**config.mk**
```make
export PLATFORM = sky130hd
export DESIGN_NAME = addressed_frame_receiver
export DESIGN_NICKNAME = d
export VERILOG_FILES = /design/src/design/afr_pkg.sv /design/src/design/afr_cfg_regs.sv /design/src/design/afr_in_stage.sv /design/src/design/afr_core.sv /design/src/design/addressed_frame_receiver.sv
export SDC_FILE = /design/constraint.sdc
export NUM_CORES = 1
export LEC_CHECK = 0
export BUFFER_PORTS_ARGS = -buffer_cell sky130_fd_sc_hd__buf_2
export CAP_MARGIN = 40
export CELL_PAD_IN_SITES_DETAIL_PLACEMENT = 2
export CELL_PAD_IN_SITES_GLOBAL_PLACEMENT = 2
export CORE_MARGIN = 5
export CORE_UTILIZATION = 36
export DETAILED_ROUTE_END_ITERATION = 7
export PLACE_DENSITY_LB_ADDON = 0.25
export SYNTH_ARGS = -nofsm -noshare
export SYNTH_HDL_FRONTEND = slang
export SYNTH_HIERARCHICAL = 1
export SYNTH_SLANG_ARGS = --single-unit
```
**constraint.sdc**
```tcl
create_clock -name aclk -period 6.35 [get_ports aclk]
set_input_delay 0.3175 -clock aclk [delete_from_list [all_inputs] [get_ports aclk]]
set_output_delay 0.3175 -clock aclk [all_outputs]
set_load 0.005 [all_outputs]
```
**src/design/afr_pkg.sv**
```systemverilog
`timescale 1ns / 1ps
`default_nettype none
// ----------------------------------------------------------------------------
// afr_pkg
// Shared types and constants for the addressed frame receiver.
// ----------------------------------------------------------------------------
package afr_pkg;

    localparam int unsigned AddrWidth  = 3;
    localparam int unsigned DataWidth  = 32;

    localparam logic [15:0] NodeAddressReset   = 16'hA1E2;
    localparam logic [7:0]  PayloadCutoffReset = 8'd5;

    // register index, taken from paddr[2]
    typedef enum logic {
        REG_NODE_ADDRESS   = 1'b0,
        REG_PAYLOAD_CUTOFF = 1'b1
    } reg_index_t;

    typedef struct packed {
        logic [15:0] node_address;
        logic [7:0]  payload_cutoff;
    } cfg_t;

    typedef struct packed {
        logic       payload_valid;
        logic [7:0] payload_index;
        logic [7:0] payload_byte;
        logic       frame_done;
        logic       frame_aborted;
        logic       frame_start;
        logic [7:0] announced_length;
    } result_t;

endpackage
`default_nettype wire

```
**src/design/afr_cfg_regs.sv**
```systemverilog
`timescale 1ns / 1ps
`default_nettype none
// ----------------------------------------------------------------------------
// afr_cfg_regs
// APB register file: node address and payload cutoff.
// ----------------------------------------------------------------------------
module afr_cfg_regs (
    input  wire logic                           aclk,
    input  wire logic                           aresetn,
    input  wire logic                           psel,
    input  wire logic                           penable,
    input  wire logic                           pwrite,
    input  wire logic [afr_pkg::AddrWidth-1:0]  paddr,
    input  wire logic [afr_pkg::DataWidth-1:0]  pwdata,
    output logic      [afr_pkg::DataWidth-1:0]  prdata,
    output logic                                pready,
    output afr_pkg::cfg_t                       cfg
);
    import afr_pkg::*;

    logic [15:0] node_address_reg;
    logic [7:0]  payload_cutoff_reg;
    logic        wr_en;
    reg_index_t  sel;

    assign pready = 1'b1;
    assign wr_en  = psel && penable && pwrite;
    assign sel    = reg_index_t'(paddr[2]);

    always_ff @(posedge aclk) begin
        if (!aresetn) begin
            node_address_reg   <= NodeAddressReset;
            payload_cutoff_reg <= PayloadCutoffReset;
        end else if (wr_en) begin
            unique case (sel)
                REG_NODE_ADDRESS:   node_address_reg   <= pwdata[15:0];
                REG_PAYLOAD_CUTOFF: payload_cutoff_reg <= pwdata[7:0];
                default: ;
            endcase
        end
    end

    always_comb begin
        unique case (sel)
            REG_NODE_ADDRESS:   prdata = {16'd0, node_address_reg};
            REG_PAYLOAD_CUTOFF: prdata = {24'd0, payload_cutoff_reg};
            default:            prdata = '0;
        endcase
    end

    assign cfg.node_address   = node_address_reg;
    assign cfg.payload_cutoff = payload_cutoff_reg;

endmodule
`default_nettype wire

```
**src/design/afr_in_stage.sv**
```systemverilog
`timescale 1ns / 1ps
`default_nettype none
// ----------------------------------------------------------------------------
// afr_in_stage
// Input register for received bytes; refills in the cycle it drains.
// ----------------------------------------------------------------------------
module afr_in_stage (
    input  wire logic       aclk,
    input  wire logic       aresetn,
    input  wire logic       s_valid,
    output logic            s_ready,
    input  wire logic [7:0] s_rx_byte,
    output logic            in_valid,
    output logic      [7:0] in_byte,
    input  wire logic       in_take
);
    logic       valid_reg;
    logic       valid_next;
    logic [7:0] byte_reg;

    assign s_ready = !valid_reg || in_take;

    always_comb begin
        valid_next = valid_reg;
        if (s_valid && s_ready) begin
            valid_next = 1'b1;
        end else if (in_take) begin
            valid_next = 1'b0;
        end
    end

    always_ff @(posedge aclk) begin
        if (!aresetn) begin
            valid_reg <= 1'b0;
        end else begin
            valid_reg <= valid_next;
        end
    end

    always_ff @(posedge aclk) begin
        if (s_valid && s_ready) begin
            byte_reg <= s_rx_byte;
        end
    end

    assign in_valid = valid_reg;
    assign in_byte  = byte_reg;

endmodule
`default_nettype wire

```
**src/design/afr_core.sv**
```systemverilog
`timescale 1ns / 1ps
`default_nettype none
// ----------------------------------------------------------------------------
// afr_core
// Frame state, payload/start decode and the result register.
// ----------------------------------------------------------------------------
module afr_core (
    input  wire logic           aclk,
    input  wire logic           aresetn,
    input  wire afr_pkg::cfg_t  cfg,
    input  wire logic           in_valid,
    input  wire logic [7:0]     in_byte,
    output logic                in_take,
    output logic                out_valid,
    input  wire logic           out_ready,
    output afr_pkg::result_t    out_result
);
    import afr_pkg::*;

    logic [15:0] window_reg, window_next;
    logic        open_reg, open_next;
    logic [7:0]  count_reg, count_next;
    logic [7:0]  exp_len_reg, exp_len_next;
    logic        out_valid_reg, out_valid_next;
    result_t     result_reg, result_next;
    logic [7:0]  count_inc;
    logic        match;

    assign in_take   = in_valid && (!out_valid_reg || out_ready);
    assign count_inc = count_reg + 8'd1;
    assign match     = (window_reg == cfg.node_address);

    always_comb begin
        result_next  = '0;
        open_next    = open_reg;
        count_next   = count_reg;
        exp_len_next = exp_len_reg;

        if (open_reg) begin
            result_next.payload_valid = 1'b1;
            result_next.payload_index = count_reg;
            result_next.payload_byte  = in_byte;
            count_next                = count_inc;
            // done wins over abort when both hold
            if (count_inc == exp_len_reg) begin
                result_next.frame_done = 1'b1;
                count_next             = '0;
                open_next              = 1'b0;
            end else if (count_inc > cfg.payload_cutoff) begin
                result_next.frame_aborted = 1'b1;
                count_next                = '0;
                open_next                 = 1'b0;
            end
        end

        // address match restarts any frame in progress
        if (match) begin
            result_next.frame_start      = 1'b1;
            result_next.announced_length = in_byte;
            open_next                    = 1'b1;
            exp_len_next                 = in_byte;
            count_next                   = '0;
        end

        window_next = {window_reg[7:0], in_byte};
    end

    always_comb begin
        out_valid_next = out_valid_reg;
        if (in_take) begin
            out_valid_next = 1'b1;
        end else if (out_ready) begin
            out_valid_next = 1'b0;
        end
    end

    always_ff @(posedge aclk) begin
        if (!aresetn) begin
            window_reg    <= '0;
            open_reg      <= 1'b0;
            count_reg     <= '0;
            exp_len_reg   <= '0;
            out_valid_reg <= 1'b0;
        end else begin
            out_valid_reg <= out_valid_next;
            if (in_take) begin
                window_reg  <= window_next;
                open_reg    <= open_next;
                count_reg   <= count_next;
                exp_len_reg <= exp_len_next;
            end
        end
    end

    always_ff @(posedge aclk) begin
        if (in_take) begin
            result_reg <= result_next;
        end
    end

    assign out_valid  = out_valid_reg;
    assign out_result = result_reg;

endmodule
`default_nettype wire

```
**src/design/addressed_frame_receiver.sv**
```systemverilog
`timescale 1ns / 1ps
`default_nettype none
// A received byte is held in the input register; its result is then
// registered in the core and driven on the m_ ports. Throughput: one byte
// per cycle unless m_ready stalls; frame state updates in a single pass.
// Reset: synchronous, active low; clears frame state, window and both valid
// flags, and loads node address 0xA1E2 and payload cutoff 5.
// ----------------------------------------------------------------------------
// addressed_frame_receiver
// Byte stream receiver: address match opens a length-prefixed frame whose
// payload bytes are emitted with their index.
// ----------------------------------------------------------------------------
module addressed_frame_receiver (
    input  wire logic                           aclk,
    input  wire logic                           aresetn,
    input  wire logic                           psel,
    input  wire logic                           penable,
    input  wire logic                           pwrite,
    input  wire logic [afr_pkg::AddrWidth-1:0]  paddr,
    input  wire logic [afr_pkg::DataWidth-1:0]  pwdata,
    output logic      [afr_pkg::DataWidth-1:0]  prdata,
    output logic                                pready,
    input  wire logic                           s_valid,
    output logic                                s_ready,
    input  wire logic [7:0]                     s_rx_byte,
    output logic                                m_valid,
    input  wire logic                           m_ready,
    output logic                                m_payload_valid,
    output logic      [7:0]                     m_payload_index,
    output logic      [7:0]                     m_payload_byte,
    output logic                                m_frame_done,
    output logic                                m_frame_aborted,
    output logic                                m_frame_start,
    output logic      [7:0]                     m_announced_length
);
    import afr_pkg::*;

    cfg_t       cfg;
    result_t    result;
    logic       in_valid;
    logic [7:0] in_byte;
    logic       in_take;

    afr_cfg_regs u_cfg (
        .aclk    (aclk),
        .aresetn (aresetn),
        .psel    (psel),
        .penable (penable),
        .pwrite  (pwrite),
        .paddr   (paddr),
        .pwdata  (pwdata),
        .prdata  (prdata),
        .pready  (pready),
        .cfg     (cfg)
    );

    afr_in_stage u_in (
        .aclk      (aclk),
        .aresetn   (aresetn),
        .s_valid   (s_valid),
        .s_ready   (s_ready),
        .s_rx_byte (s_rx_byte),
        .in_valid  (in_valid),
        .in_byte   (in_byte),
        .in_take   (in_take)
    );

    afr_core u_core (
        .aclk       (aclk),
        .aresetn    (aresetn),
        .cfg        (cfg),
        .in_valid   (in_valid),
        .in_byte    (in_byte),
        .in_take    (in_take),
        .out_valid  (m_valid),
        .out_ready  (m_ready),
        .out_result (result)
    );

    assign m_payload_valid    = result.payload_valid;
    assign m_payload_index    = result.payload_index;
    assign m_payload_byte     = result.payload_byte;
    assign m_frame_done       = result.frame_done;
    assign m_frame_aborted    = result.frame_aborted;
    assign m_frame_start      = result.frame_start;
    assign m_announced_length = result.announced_length;

endmodule
`default_nettype wire

```
## Yosys cells after proc, flatten, opt, wreduce, memory -nomap -nowiden

Index checks and enable logic that the tools add are counted.
W data, S select, Z words.

| cells by class | value |
|---|---|
| equality and inequality tests | 2 |
| bitwise operators | 2 |
| order comparisons | 1 |
| reduce and logical (&&, ||, !) cells | 16 |
| add/subtract/negate cells | 1 |
| multiplexer cells | 18 |

Operators with widths:

| operator | number |
|---|---|
| $pmux W32 S2 | 1 |
| $mux W8 | 4 |
| $mux W19 | 1 |
| $eq A16 B16 Y1 | 1 |
| $mux W1 | 11 |
| $mux W9 | 1 |
| $add A8 B1 Y8 const B | 1 |
| $eq A8 B8 Y1 | 1 |
| $gt A8 B8 Y1 | 1 |
| $reduce_and A2 Y1 | 4 |
| $reduce_bool A2 Y1 | 3 |
| $logic_and A1 B1 Y1 | 4 |
| $logic_not A1 Y1 | 2 |
| $logic_or A1 B1 Y1 | 2 |
| $not A1 Y1 | 2 |
| $reduce_or A2 Y1 | 1 |

| storage, ports and cells | value |
|---|---|
| flip-flop bits (word level) | 95 |
| word-level logic and storage cells | 56 |
| output and inout port bits | 63 |
| input port bits | 50 |

## Depth between registers and ports, before layout

Gate-level depths: netlist (run 1).

| logic depth | value |
|---|---|
| depth after elaboration | 6 |
| gate-level depth with buffers | 13 |
| mapped depth without buffers | 12 |

## Modules after synthesis

The synthesis (run 1) kept the hierarchy.

By module, submodules not included:

| module | seq. area each (µm²) | area an instance (µm²) | instances | cells an instance |
|---|---|---|---|---|
| afr_core | 1,521.5 | 3,148.0 | 1 | 313 |
| afr_cfg_regs | 480.5 | 1,311.3 | 1 | 142 |
| afr_in_stage | 260.2 | 297.8 | 1 | 13 |

## Worst setup path after synthesis (run 1)

Ideal clock, no wire load.

| timing path | value |
|---|---|
| path type | input to register |
| start | input port m_ready |
| end | register u_in.byte_reg[0] (netlist: u_in/in_byte[0]) (enable) |
| stages | 7 |
| data required time | 6,050 ps |
| path slack | 3,587 ps |
| arrival | 2,463 ps |
| path buffers | 2 |
| setup time | 300 ps |
| cell sequence | nand2b_1 -> nand2_1 -> inv_2 -> clkbuf_1 -> clkbuf_1 -> nand2b_4 -> and2_4 |

| on the way | value |
|---|---|
| cells in the longest elaborated chain, start to end | 4 |

Ends and longest elaborated chain:

| element | line | RTL |
|---|---|---|
| start, declared | addressed_frame_receiver.sv:27 | `input wire logic m_ready,` |
| $logic_or A1 B1 Y1 | afr_core.sv:29 | `assign in_take = in_valid && (!out_valid_reg \|\| out_ready);` |
| $logic_and A1 B1 Y1 | afr_core.sv:29 |  |
| net in_take | addressed_frame_receiver.sv:42 | `logic in_take;` |
| $logic_or A1 B1 Y1 | afr_in_stage.sv:21 | `assign s_ready = !valid_reg \|\| in_take;` |
| net s_ready | addressed_frame_receiver.sv:24 | `output logic s_ready,` |
| $logic_and A1 B1 Y1 | afr_in_stage.sv:41 | `if (s_valid && s_ready) begin` |
| end signal, assigned | afr_in_stage.sv:42 | `byte_reg <= s_rx_byte;` |
| end, declared | afr_in_stage.sv:19 | `logic [7:0] byte_reg;` |

The timed path passes the listed nets, and every way through them passes these cells.
A chain may end at the register's enable or synchronous reset.

## Final worst setup path (run 1)

| timing path | value |
|---|---|
| start | register u_core.count_reg[2] |
| end | register u_core.count_reg[2] |

| on the way | value |
|---|---|
| cells in the longest elaborated chain, start to end | 6 |
| elaborated cells between the ends (all ways) | 7 |
| classes of those cells | 1 x add/sub; 1 x order compare; 1 x eq/ne; 4 x mux |

Ends and longest elaborated chain:

| element | line | RTL |
|---|---|---|
| start, declared | afr_core.sv:22 | `logic [7:0] count_reg, count_next;` |
| start signal, assigned | afr_core.sv:89 | `count_reg <= count_next;` |
| $add A8 B1 Y8 (*) | afr_core.sv:30 | `assign count_inc = count_reg + 8'd1;` |
| $gt A8 B8 Y1 | afr_core.sv:49 | `end else if (count_inc > cfg.payload_cutoff) begin` |
| $mux W8 | afr_core.sv:49 |  |
| $mux W8 (*) | afr_core.sv:45 | `if (count_inc == exp_len_reg) begin` |
| $mux W8 (*) | afr_core.sv:39 | `if (open_reg) begin` |
| $mux W8 (*) | afr_core.sv:57 | `if (match) begin` |

Every way passes the cells marked *; elsewhere a longest branch is shown, timed or not. The select of a mux whose other input is x is not followed.

==> results by group, run 1 <==
Timing
  • Final Hold Vio Count: 0
  • Fin crit period: 3550 ps
  • Setup violators final: 0
  • Clk_skew: 12.4 ps
  • Final hold slack: 123 ps
  • Slew @ Worst Pin: 714 ps
  • Pins Over Slew Limit: 0
  • RSZ-0062 raised after global routing: false
  • Final worst path period share: 55.9%
  • Final TNS setup: 0 ps
  • F_max: 282 MHz
  • Max_slew headroom: 52.3%

Detailed routing
  • 1st-iter DRT viols: 156
  • WL final: 12700 µm
  • ANT nets after route: 0
  • Vias after detailed routing: 3503
  • WL/cell: 17.8 µm
  • Residual DRC count: 0
  • DRT Pass-1 Iters: 4
  • Via/cell ratio: 4.91

Logic synthesis
  • Yosys warns: 6
  • Synth async-reset ratio: 0%
  • Average size of a mapped cell: 10.2 µm²
  • Cells after synthesis: 468
  • Synth unique cells: 58
  • Main synth FF type: dfxtp_1
  • Register area share after synthesis: 47.6%
  • #FFs+latches synth: 95
  • Post-synth EDFFs: 36
  • Post-Syn Area: 0.00476 mm²

Clocking
  • Worst-skew pair later-pin latency: 360 ps
  • Clock Tree Buf Depth: 2
  • Postcts setup bufs: 0
  • PostCTS Resize Cnt: 0
  • CTS H-tree lvls: 3
  • CTS Buf Count: 9
  • Clock sink count: 95
  • Clk slew on worst S/H paths: 80 ps
  • CTS tree: yes
  • Clock root buffer: clkbuf_16
  • Count of hold-fix buffers inserted at cts: 0

Pwr
  • Total power: 1.30 mW
  • PwrDens: 237 mW/mm²
  • Leakage: 2.14 nW
  • Maximum VDD drop: 140 µV

Finish
  • Layout cells sized above 1: 21.4%
  • Final instance area: 0.00549 mm²
  • ANT cells: 0
  • Final cell count without fillers: 714
  • Max FFs per register: 28
  • Nets: 592
  • Area delta synth->final: 15.4%

Worst setup path
  • CP Launch Type: register
  • Crit end category: register
  • WP data required: 6660 ps
  • WS Path Type: reg -> reg
  • R2R Path Start: u_core/count_reg[2]$_SDFFE_PN0P_
  • Slowest cell on the critical path: dfxtp_1
  • Critical Path Max Stage Delay: 580 ps
  • Crit path DAT: 3860 ps
  • Crit-path max FO: 10
  • Crit. Startpoint: u_core/count_reg[2]$_SDFFE_PN0P_
  • Worst path cell trace: nand3_1, nor3_1, nand2b_1, nand2_1, ha_1, and4_1, nand3_1, o2bb2ai_1, nor3_1, o2111ai_1, o21bai_1, a22o_1

Global routing
  • Number of global-route vias before repair: 3863
  • Global-route wire length before repair: 20500 µm
  • GRT Residual Overflow: 0
  • Largest net degree at the start of global routing: 79
  • Initial antenna violation count: 0
  • Total track usage: 16.6%

Floorplan
  • Die height: 125 µm
  • I/O pins: 113
  • Core Footprint: 0.0131 mm²
  • Die area: 0.0156 mm²
  • Initial Util: 36.4%
  • Die width: 125 µm
  • # rows: 42

Job
  • Max Cap Viol: 0

Worst hold path
  • Worst hold start: s_rx_byte[3]
  • Hold Crit Class: in -> reg

Run status
  • Status: completed

Placement
  • IO Port Bufs: 77
  • Placed cells: 698
  • Post-placement cell area: 0.00520 mm²
  • RePlAce Congestion: 0.793
  • DP HPWL: 9410 µm
-- routing by layer --
layer / GRT usage, % / vias to the layer above / share of wire (%)
met5: 0 / - / 0
met4: 4.91 / 0 / 1.2
met3: 5.59 / 14 / 4.2
met2: 29.9 / 70 / 52
met1: 18.7 / 1723 / 42
li1: - / 1696 / -
-- path summary, 6_finish.rpt --
kind                                                           end  slack [ps]  depth (start not counted)
worst min register to register  u_core/window_reg[11]$_SDFFE_PN0P_         470                          2
worst max register to register    u_core/count_reg[2]$_SDFFE_PN0P_        2800                         12
worst min-delay path                     u_in/in_byte[3]$_DFFE_PP_         120                          1
worst max-delay path              u_core/count_reg[2]$_SDFFE_PN0P_        2800                         12
-- cell usage in the layout, fill, tap and decap left out, types with 3 or more instances in the layout --
master / n
a22o_1: 3
mux2_2: 8
nor2b_1: 38
nor2_1: 8
nor3_1: 4
ha_1: 9
nor4_1: 3
nand2b_1: 8
dfxtp_1: 59
and4_1: 3
clkbuf_16: 9
buf_2: 77
inv_6: 3
edfxtp_1: 36
a21oi_1: 8
and2_1: 24
inv_1: 13
nand3_1: 5
and3_1: 3
xnor2_1: 22
nand4_1: 9
mux2i_1: 32
a21o_1: 3
nand2_1: 71
a21boi_1: 18
conb_1: 17
o21ai_1: 3
-- critical path: cells and delay by family, from the launching register on --
family,cells,cell delay (ps)
AO/OA/AOI/OAI,4,930
adder cells (fa/ha/maj),1,300
flip-flops,1,580
AND/OR/NAND/NOR,7,1680
-- power by group --
group	total (mW)	internal, mW	switching [mW]
Combinational	0.0928	0.0419	0.0510
Clock	0.539	0.275	0.264
Sequential	0.668	0.653	0.0149
Total	1.30	0.970	0.330
-- cell usage after synthesis (9+ instances only) --
cell      number  area, µm²
edfxtp_1      36       1080
mux2i_1       32        320
dfxtp_1       59       1180
inv_1         13       48.8
buf_4         18        135
nor2b_1       38        238
and2_1        24        150
a21boi_1      18        135
ha_1           9        113
nand4_1        9       56.3
nand2_1       71        267
xnor2_1       22        193
clkbuf_1      13       48.8
-- stage by stage --
stage / setup WS, ps / utilization [%]
6_report: 2800 / 41.9
5_1_grt: 2460 / 41.9
4_1_cts: 2720 / 41.9
3_5_place_dp: 2740 / 39.8
3_3_place_gp: 2900 / 39.5
2_1_floorplan: 3590 / -
-- logic make-up after synthesis --
group | synth area share [%]
xor gates and xnor gates | 5.05
AOI/OAI and AO/OA | 7.86
other | 0.158
buffers and inverters | 6.68
and+or+nand+nor | 21.4
DFF | 47.6
muxes | 8.94
adders and majority gates | 2.37
-- final cells by class --
class / count / area [µm²]
Clock buffer: 9 / 225
Fill cell: 1386 / 7600
Clock inverter: 7 / 60.1
Sequential cell: 95 / 2260
Timing Repair Buffer: 81 / 435
Inverter: 14 / 52.6
Multi-Input combinational cell: 332 / 2230
Tap cell: 176 / 220
(Power assumes the default switching activity.)
==> run 2, diff against run 1 <==
ABC_AREA = 1   (was not set)
CORE_UTILIZATION = 27   (was 36)
clock period = 3.24 ns   (was 6.35 ns; I/O delays follow)
==> run 2 against run 1 <==
- via count increased by 19%
- global-route usage decreased by 1.8 points
- area after synthesis decreased by 1.1%
- wire length increased by 16%
- fmax increased by 30%
- sequential share of layout area decreased by 0.88 points
==> results by group, run 2 <==
Logic synthesis
  • Synth async-reset ratio: 0% (unchanged)
  • Post-synth EDFFs: 36 (unchanged)
  • Register area share after synthesis: 48.1% (+0.53 points)
  • Post-Syn Area: 0.00470 mm² (-1.1%)
  • Top cell type's share of synthesized area: 25.1% (+0.28 points)
  • Main synth FF type: dfxtp_1
  • Cells after synthesis: 604 (+29%)
  • Yosys warns: 6 (unchanged)
  • Post-synth top area cell: dfxtp_1
  • Synth unique cells: 34 (-41%)
  • Average size of a mapped cell: 7.79 µm² (-23%)
  • Most frequent cells after synthesis: nand2_1 (128), inv_1 (97), nor2_1 (78), dfxtp_1 (59), nand3_1 (56)
  • Synth area leaders: dfxtp_1 (25%), edfxtp_1 (23%), nand2_1 (10%)
  • #FFs+latches synth: 95 (unchanged)
  • Most common cell in the netlist: nand2_1

Floorplan
  • Core Footprint: 0.0172 mm² (+31%)
  • Die height: 142 µm (+14%)
  • Die area: 0.0202 mm² (+29%)
  • Die width: 142 µm (+14%)
  • I/O pins: 113 (unchanged)
  • # rows: 48 (+14%)
  • Initial Util: 27.4% (-9.0 points)

Finish
  • Most common cell after layout, fill and taps aside: nand2_1
  • Most frequent cells in the layout: nand2_1 (128), inv_1 (96), nor2_1 (78), buf_2 (77), dfxtp_1 (59)
  • Final instance area: 0.00561 mm² (+2.2%)
  • Max FFs per register: 28 (unchanged)
  • Layout cells sized above 1: 17.5% (-3.9 points)
  • ANT cells: 0 (unchanged)
  • Area delta synth->final: 19.2%
  • Nets: 745 (+26%)

Clocking
  • PostCTS Resize Cnt: 0 (unchanged)
  • CTS tree: yes
  • CTS H-tree lvls: 3 (unchanged)
  • CTS Buf Count: 9 (unchanged)
  • Clock root buffer: clkbuf_16
  • Count of hold-fix buffers inserted at cts: 8 (+8)
  • Clock sink count: 95 (unchanged)
  • Worst-skew pair later-pin latency: 350 ps (about the same)
  • Postcts setup bufs: 0 (unchanged)
  • Clk slew on worst S/H paths: 70 ps (about the same)
  • Clock Tree Buf Depth: 2 (unchanged)

Global routing
  • GRT Residual Overflow: 0 (unchanged)
  • Number of global-route vias before repair: 4573 (+18%)
  • Largest net degree at the start of global routing: 39 (-51%)
  • Initial antenna violation count: 0 (unchanged)
  • Global-route wire length before repair: 23700 µm (+15%)
  • Total track usage: 14.8% (-1.8 points)

Timing
  • F_max: 367 MHz (+30%)
  • Final TNS setup: 0 ps (unchanged)
  • RSZ-0062 raised after global routing: false
  • Final Hold Vio Count: 0 (unchanged)
  • Pins Over Slew Limit: 0 (unchanged)
  • Final worst path period share: 84.2% (+28 points)
  • Clk_skew: 7.65 ps (-4.76 ps)
  • Max_slew headroom: 46.7% (-5.6 points)
  • Slew @ Worst Pin: 799 ps (+84.8 ps)
  • Setup violators final: 0 (unchanged)
  • Fin crit period: 2730 ps (-820 ps)

Pwr
  • Maximum VDD drop: 273 µV (+95%)
  • Clock network power share: 40.9% (-0.6 points)
  • Switching share of total power: 25.2% (-0.16 points)
  • Leakage: 2.61 nW (+22%)
  • PwrDens: 471 mW/mm² (+99%)
  • Share of power burned in combinational logic: 8.8% (+1.7 points)
  • Part of the power in registers: 50.3% (-1.1 points)
  • NetSw: 0.667 mW (+100%)
  • Internal: 1.98 mW (+100%)

Run status
  • Status: completed

Detailed routing
  • ANT nets after route: 0 (unchanged)
  • Via/cell ratio: 4.56 (-7.1%)
  • WL final: 14700 µm (+16%)
  • 1st-iter DRT viols: 164 (+5.1%)
  • DRT Pass-1 Iters: 4 (unchanged)
  • Residual DRC count: 0 (unchanged)
  • WL/cell: 16.1 µm (-9.6%)
  • Vias after detailed routing: 4174 (+19%)

Worst hold path
  • Hold Crit Class: in -> reg

Worst setup path
  • WS Path Type: reg -> reg
  • WP data required: 3450 ps (-3210 ps)
  • Crit end category: register
  • Crit path DAT: 2940 ps (-920 ps)
  • CP Launch Type: register
  • Crit-path max FO: 9 (-1)

Placement
  • Post-placement cell area: 0.00524 mm² (+0.70%)
  • DP HPWL: 10800 µm (+15%)
  • RePlAce Congestion: 0.783 (-1.2%)
  • IO Port Bufs: 77 (unchanged)

Job
  • Max Cap Viol: 0 (unchanged)
[run 2: cell count changes after synthesis, sizes merged, moves of 24 or more]
cell   before  now
mux2i      32    0
and2       25    1
nand2      71  131
inv        14   99
nor2        8   89
nor2b      38    0
nand3       6   58
[run 2: worst max-delay path, cell delays in order, from the launching register on]
cell and delay, ps:
dfxtp_1 520, ha_1 230, nand2_1 120, inv_1 130, nand3_1 90, nand2_1 170, inv_1 70, ha_1 270
nand2_1 50, nor2_1 120, nand2_1 80, o211ai_1 130, nand2_1 270, nand2_2 130, nand2_1 50, nand2_1 90
a21oi_2 50
[run 2: metal layers]
| metal | part of all wire (%) | global-route usage, % |
|---|---|---|
| met1 | 46 | 18.4 |
| met2 | 49 | 26.2 |
| met3 | 2.9 | 2.32 |
| met4 | 1.4 | 4.55 |
| met5 | 0 | 0 |
[run 2: path summary, 6_finish.rpt]
| check | from | to | slack [ps] | depth (start not counted) |
|---|---|---|---|---|
| max | u_core/count_reg[0]$_SDFFE_PN0P_ | u_core/open_reg$_SDFFE_PN0P_ | 510 | 16 |
| min | pwdata[8] | u_cfg/node_address_reg[8]$_SDFFE_PN1P_ | 30 | 3 |
| min reg2reg | u_core/window_reg[13]$_SDFFE_PN0P_ | u_core/window_reg[13]$_SDFFE_PN0P_ | 490 | 2 |
| max reg2reg | u_core/count_reg[0]$_SDFFE_PN0P_ | u_core/open_reg$_SDFFE_PN0P_ | 510 | 16 |
[run 2: layout make-up]
class | count | area, µm²
Timing Repair Buffer | 92 | 518
Tap cell | 225 | 282
Multi-Input combinational cell | 389 | 1890
Fill cell | 2071 | 11600
Inverter | 99 | 372
Clock inverter | 6 | 60.1
Sequential cell | 95 | 2260
Clock buffer | 10 | 229
[run 2: kinds of logic after synthesis]
logic type                 Yosys count  synth area share [%]
AOI/OAI and AO/OA                   59                  7.05
xor gates and xnor gates            10                  1.86
adders and majority gates            9                  2.39
buffers and inverters              135                  13.0
DFF                                 95                  48.1
other                                2                 0.160
and+or+nand+nor                    294                  27.4
[run 2: through the flow]
step	utilization [%]	instances	setup slack (ps)	hold WS [ps]	power, mW
after global placement	30.5	892	634	344	1.57
final	32.7	916	512	28.8	2.64
after detailed placement	30.5	892	526	341	1.58
after floorplan	-	619	645	261	1.49
after CTS	32.7	916	491	25.3	2.67
after global routing	32.7	916	225	41.3	2.76
[run 2: power groups by stage]
stage          Combinational [mW]  Sequential (mW)  Clock, mW
5_1_grt                     0.263             1.34       1.16
3_3_place_gp                0.216             1.36          0
6_report                    0.232             1.33       1.08
4_1_cts                     0.237             1.33       1.10
3_5_place_dp                0.227             1.36          0
2_1_floorplan               0.148             1.35          0
==> run 3, diff against run 2 <==
CORE_UTILIZATION = 30   (was 27)
clock period = 2.71 ns   (was 3.24 ns; I/O delays follow)
==> run 3 against run 2 <==
- count of clock-buffer cells in the layout stayed put
- register-to-register slack got worse by 240 ps
- total power is 19% higher
- fmax is 12% higher
- combinational power grew 21%
- cell count is 0.87% lower
- utilization is 4.2 points higher
- critical endpoint is now u_core/count_reg[3]$_SDFFE_PN0P_
- highest routed layer unchanged
==> results by group, run 3 (synthesis results as in run 2) <==
Finish
  • Most frequent cells in the layout: nand2_1 (127), inv_1 (95), nor2_1 (78), buf_2 (77), nand3_1 (56)
  • ANT cells: 0 (unchanged)
  • Layout cells sized above 1: 19.5% (+2.0 points)
  • Utilization after layout: 36.9% (+4.2 points)
  • Nets: 751 (+0.81%)
  • Final instance area: 0.00565 mm² (+0.69%)
  • Max FFs per register: 28 (unchanged)
  • Most common cell after layout, fill and taps aside: nand2_1
  • Area delta synth->final: 20.1%

Pwr
  • Total power: 3.15 mW (+19%)
  • Leakage: 2.64 nW (+1.2%)
  • Maximum VDD drop: 258 µV (-5.6%)
  • PwrDens: 558 mW/mm² (+18%)

Worst setup path
  • Crit path DAT: 2710 ps (-230 ps)
  • Delay-heaviest family, CP: simple AND/OR/NAND/NOR gates
  • Critical Path Max Stage Delay: 380 ps (-140 ps)
  • Crit-path max FO: 5 (-4)
  • Worst path cell trace: ha_1, nand2_2, o21ai_0, nand2_1, inv_1, ha_1, nand2_1, nor2_1, nand2_1, o211ai_1, nand2_1, nand4_1, a21oi_1
  • Crit end category: register
  • Cell repeated most along the worst path: nand2_1
  • Buf+Inv Stages, Crit Path: 1 (-1)
  • Slowest cell on the critical path: dfxtp_2
  • WS Path Type: reg -> reg
  • WP data required: 2980 ps (-470 ps)
  • CP Launch Type: register

Timing
  • Clk_skew: 10.3 ps (+2.63 ps)
  • Pins Over Slew Limit: 0 (unchanged)
  • Final worst path period share: 89.9% (+5.8 points)
  • Final Hold Vio Count: 0 (unchanged)
  • Final TNS setup: 0 ps (unchanged)
  • Setup violators final: 0 (unchanged)
  • Slew @ Worst Pin: 778 ps (-20.7 ps)
  • Fin crit period: 2440 ps (-290 ps)
  • F_max: 410 MHz (+12%)
  • Max_slew headroom: 48.1% (+1.4 points)
  • RSZ-0062 raised after global routing: false

Clocking
  • Clock Tree Buf Depth: 2 (unchanged)
  • Postcts setup bufs: 0 (unchanged)
  • Worst-skew pair later-pin latency: 350 ps (about the same)
  • Clk slew on worst S/H paths: 80 ps (about the same)
  • CTS Buf Count: 9 (unchanged)
  • Clock root buffer: clkbuf_16
  • CTS tree: yes
  • Clock sink count: 95 (unchanged)
  • CTS H-tree lvls: 3 (unchanged)

Placement
  • IO Port Bufs: 77 (unchanged)
  • DP HPWL: 10700 µm (-0.76%)
  • RePlAce Congestion: 0.753 (-3.8%)
  • Post-placement cell area: 0.00526 mm² (+0.38%)

Detailed routing
  • Residual DRC count: 0 (unchanged)
  • Vias after detailed routing: 4253 (+1.9%)
  • WL/cell: 16.2 µm (+0.96%)
  • Via/cell ratio: 4.68 (+2.8%)
  • ANT nets after route: 0 (unchanged)
  • DRT Pass-1 Iters: 5 (+1)
  • 1st-iter DRT viols: 226 (+38%)
  • WL final: 14700 µm (about the same)

Job
  • Max Cap Viol: 0 (unchanged)

Floorplan
  • Core Footprint: 0.0153 mm² (-11%)
  • Die width: 135 µm (-4.8%)
  • # rows: 45 (-6.3%)
  • I/O pins: 113 (unchanged)
  • Die area: 0.0183 mm² (-9.3%)
  • Die height: 135 µm (-4.8%)
  • Initial Util: 30.7% (+3.3 points)

Global routing
  • GRT Residual Overflow: 0 (unchanged)
  • Number of global-route vias before repair: 4616 (+0.94%)
  • Largest net degree at the start of global routing: 39 (unchanged)
  • Total track usage: 16.3% (+1.5 points)
  • Global-route wire length before repair: 23600 µm (-0.21%)
  • Initial antenna violation count: 0 (unchanged)

Worst hold path
  • Hold Crit Class: in -> reg

Run status
  • Status: completed
[run 3: cell count changes in the layout (fill, tap and decap cells not counted), moves of 2 or more]
cell and change:
nand2_2 +2, dfxtp_1 -5, inv_6 +3, dfxtp_2 +5, buf_4 +5
[run 3: final cells by class]
cell class                 count  area [µm²]
sequential                    95        2270
tap                          211         264
multi-input combinational    390        1900
inverter                      99         372
timing repair buffer          97         556
fill                        1825        9670
clock buffer                  10         239
clock inverter                 6        53.8
[run 3: per-stage QoR]
stage,worst slack [ps],hold WS [ps],instances
final,272,12.5,908
after global routing,26.0,24.8,908
after CTS,78.4,3.80,907
after detailed placement,96.4,314,883
after global placement,233,319,883
after floorplan,115,234,619
[run 3: per-layer routing]
layer	part of all wire [%]	GRT usage [%]	routed length [µm]	vias up
li1	-	-	-	2058
met2	50	29.2	7350	79
met3	2.8	2.19	413	16
met5	0	0	0	-
met1	46	20.1	6740	2100
met4	1.6	5.21	238	0
[run 3: worst reg2reg max path, cell delays in order (launching register included)]
cell      delay (ps)
dfxtp_2          380
ha_1             210
nand2_2          110
o21ai_0          300
nand2_1          150
inv_1             90
ha_1             220
nand2_1           80
nor2_1            60
nand2_1           70
o211ai_1         170
nand2_1          210
nand4_1          140
a21oi_1          160
[run 3: power breakdown]
group / internal [mW] / leakage, nW / switching (mW)
clock: 0.668 / 0.142 / 0.612
combinational: 0.107 / 1.66 / 0.173
sequential: 1.54 / 0.833 / 0.0475
total: 2.32 / 2.64 / 0.833
[run 3: repair_timing]
| action | in CTS | in global routing |
|---|---|---|
| endpoints found under the hold margin | 8 | 0 |
| gates resized for setup | 0 | 8 |
| endpoints found under the setup margin | 0 | 9 |
| hold buffers | 8 | 0 |
[run 3: final timing paths]
path	start	to	slack, ps	depth (start not counted)
hold reg to reg	u_core/window_reg[12]$_SDFFE_PN0P_	u_core/window_reg[12]$_SDFFE_PN0P_	490	2
hold / removal	pwdata[8]	u_cfg/node_address_reg[8]$_SDFFE_PN1P_	10	3
setup / recovery	u_core/count_reg[0]$_SDFFE_PN0P_	u_core/count_reg[3]$_SDFFE_PN0P_	270	13
setup reg to reg	u_core/count_reg[0]$_SDFFE_PN0P_	u_core/count_reg[3]$_SDFFE_PN0P_	270	13
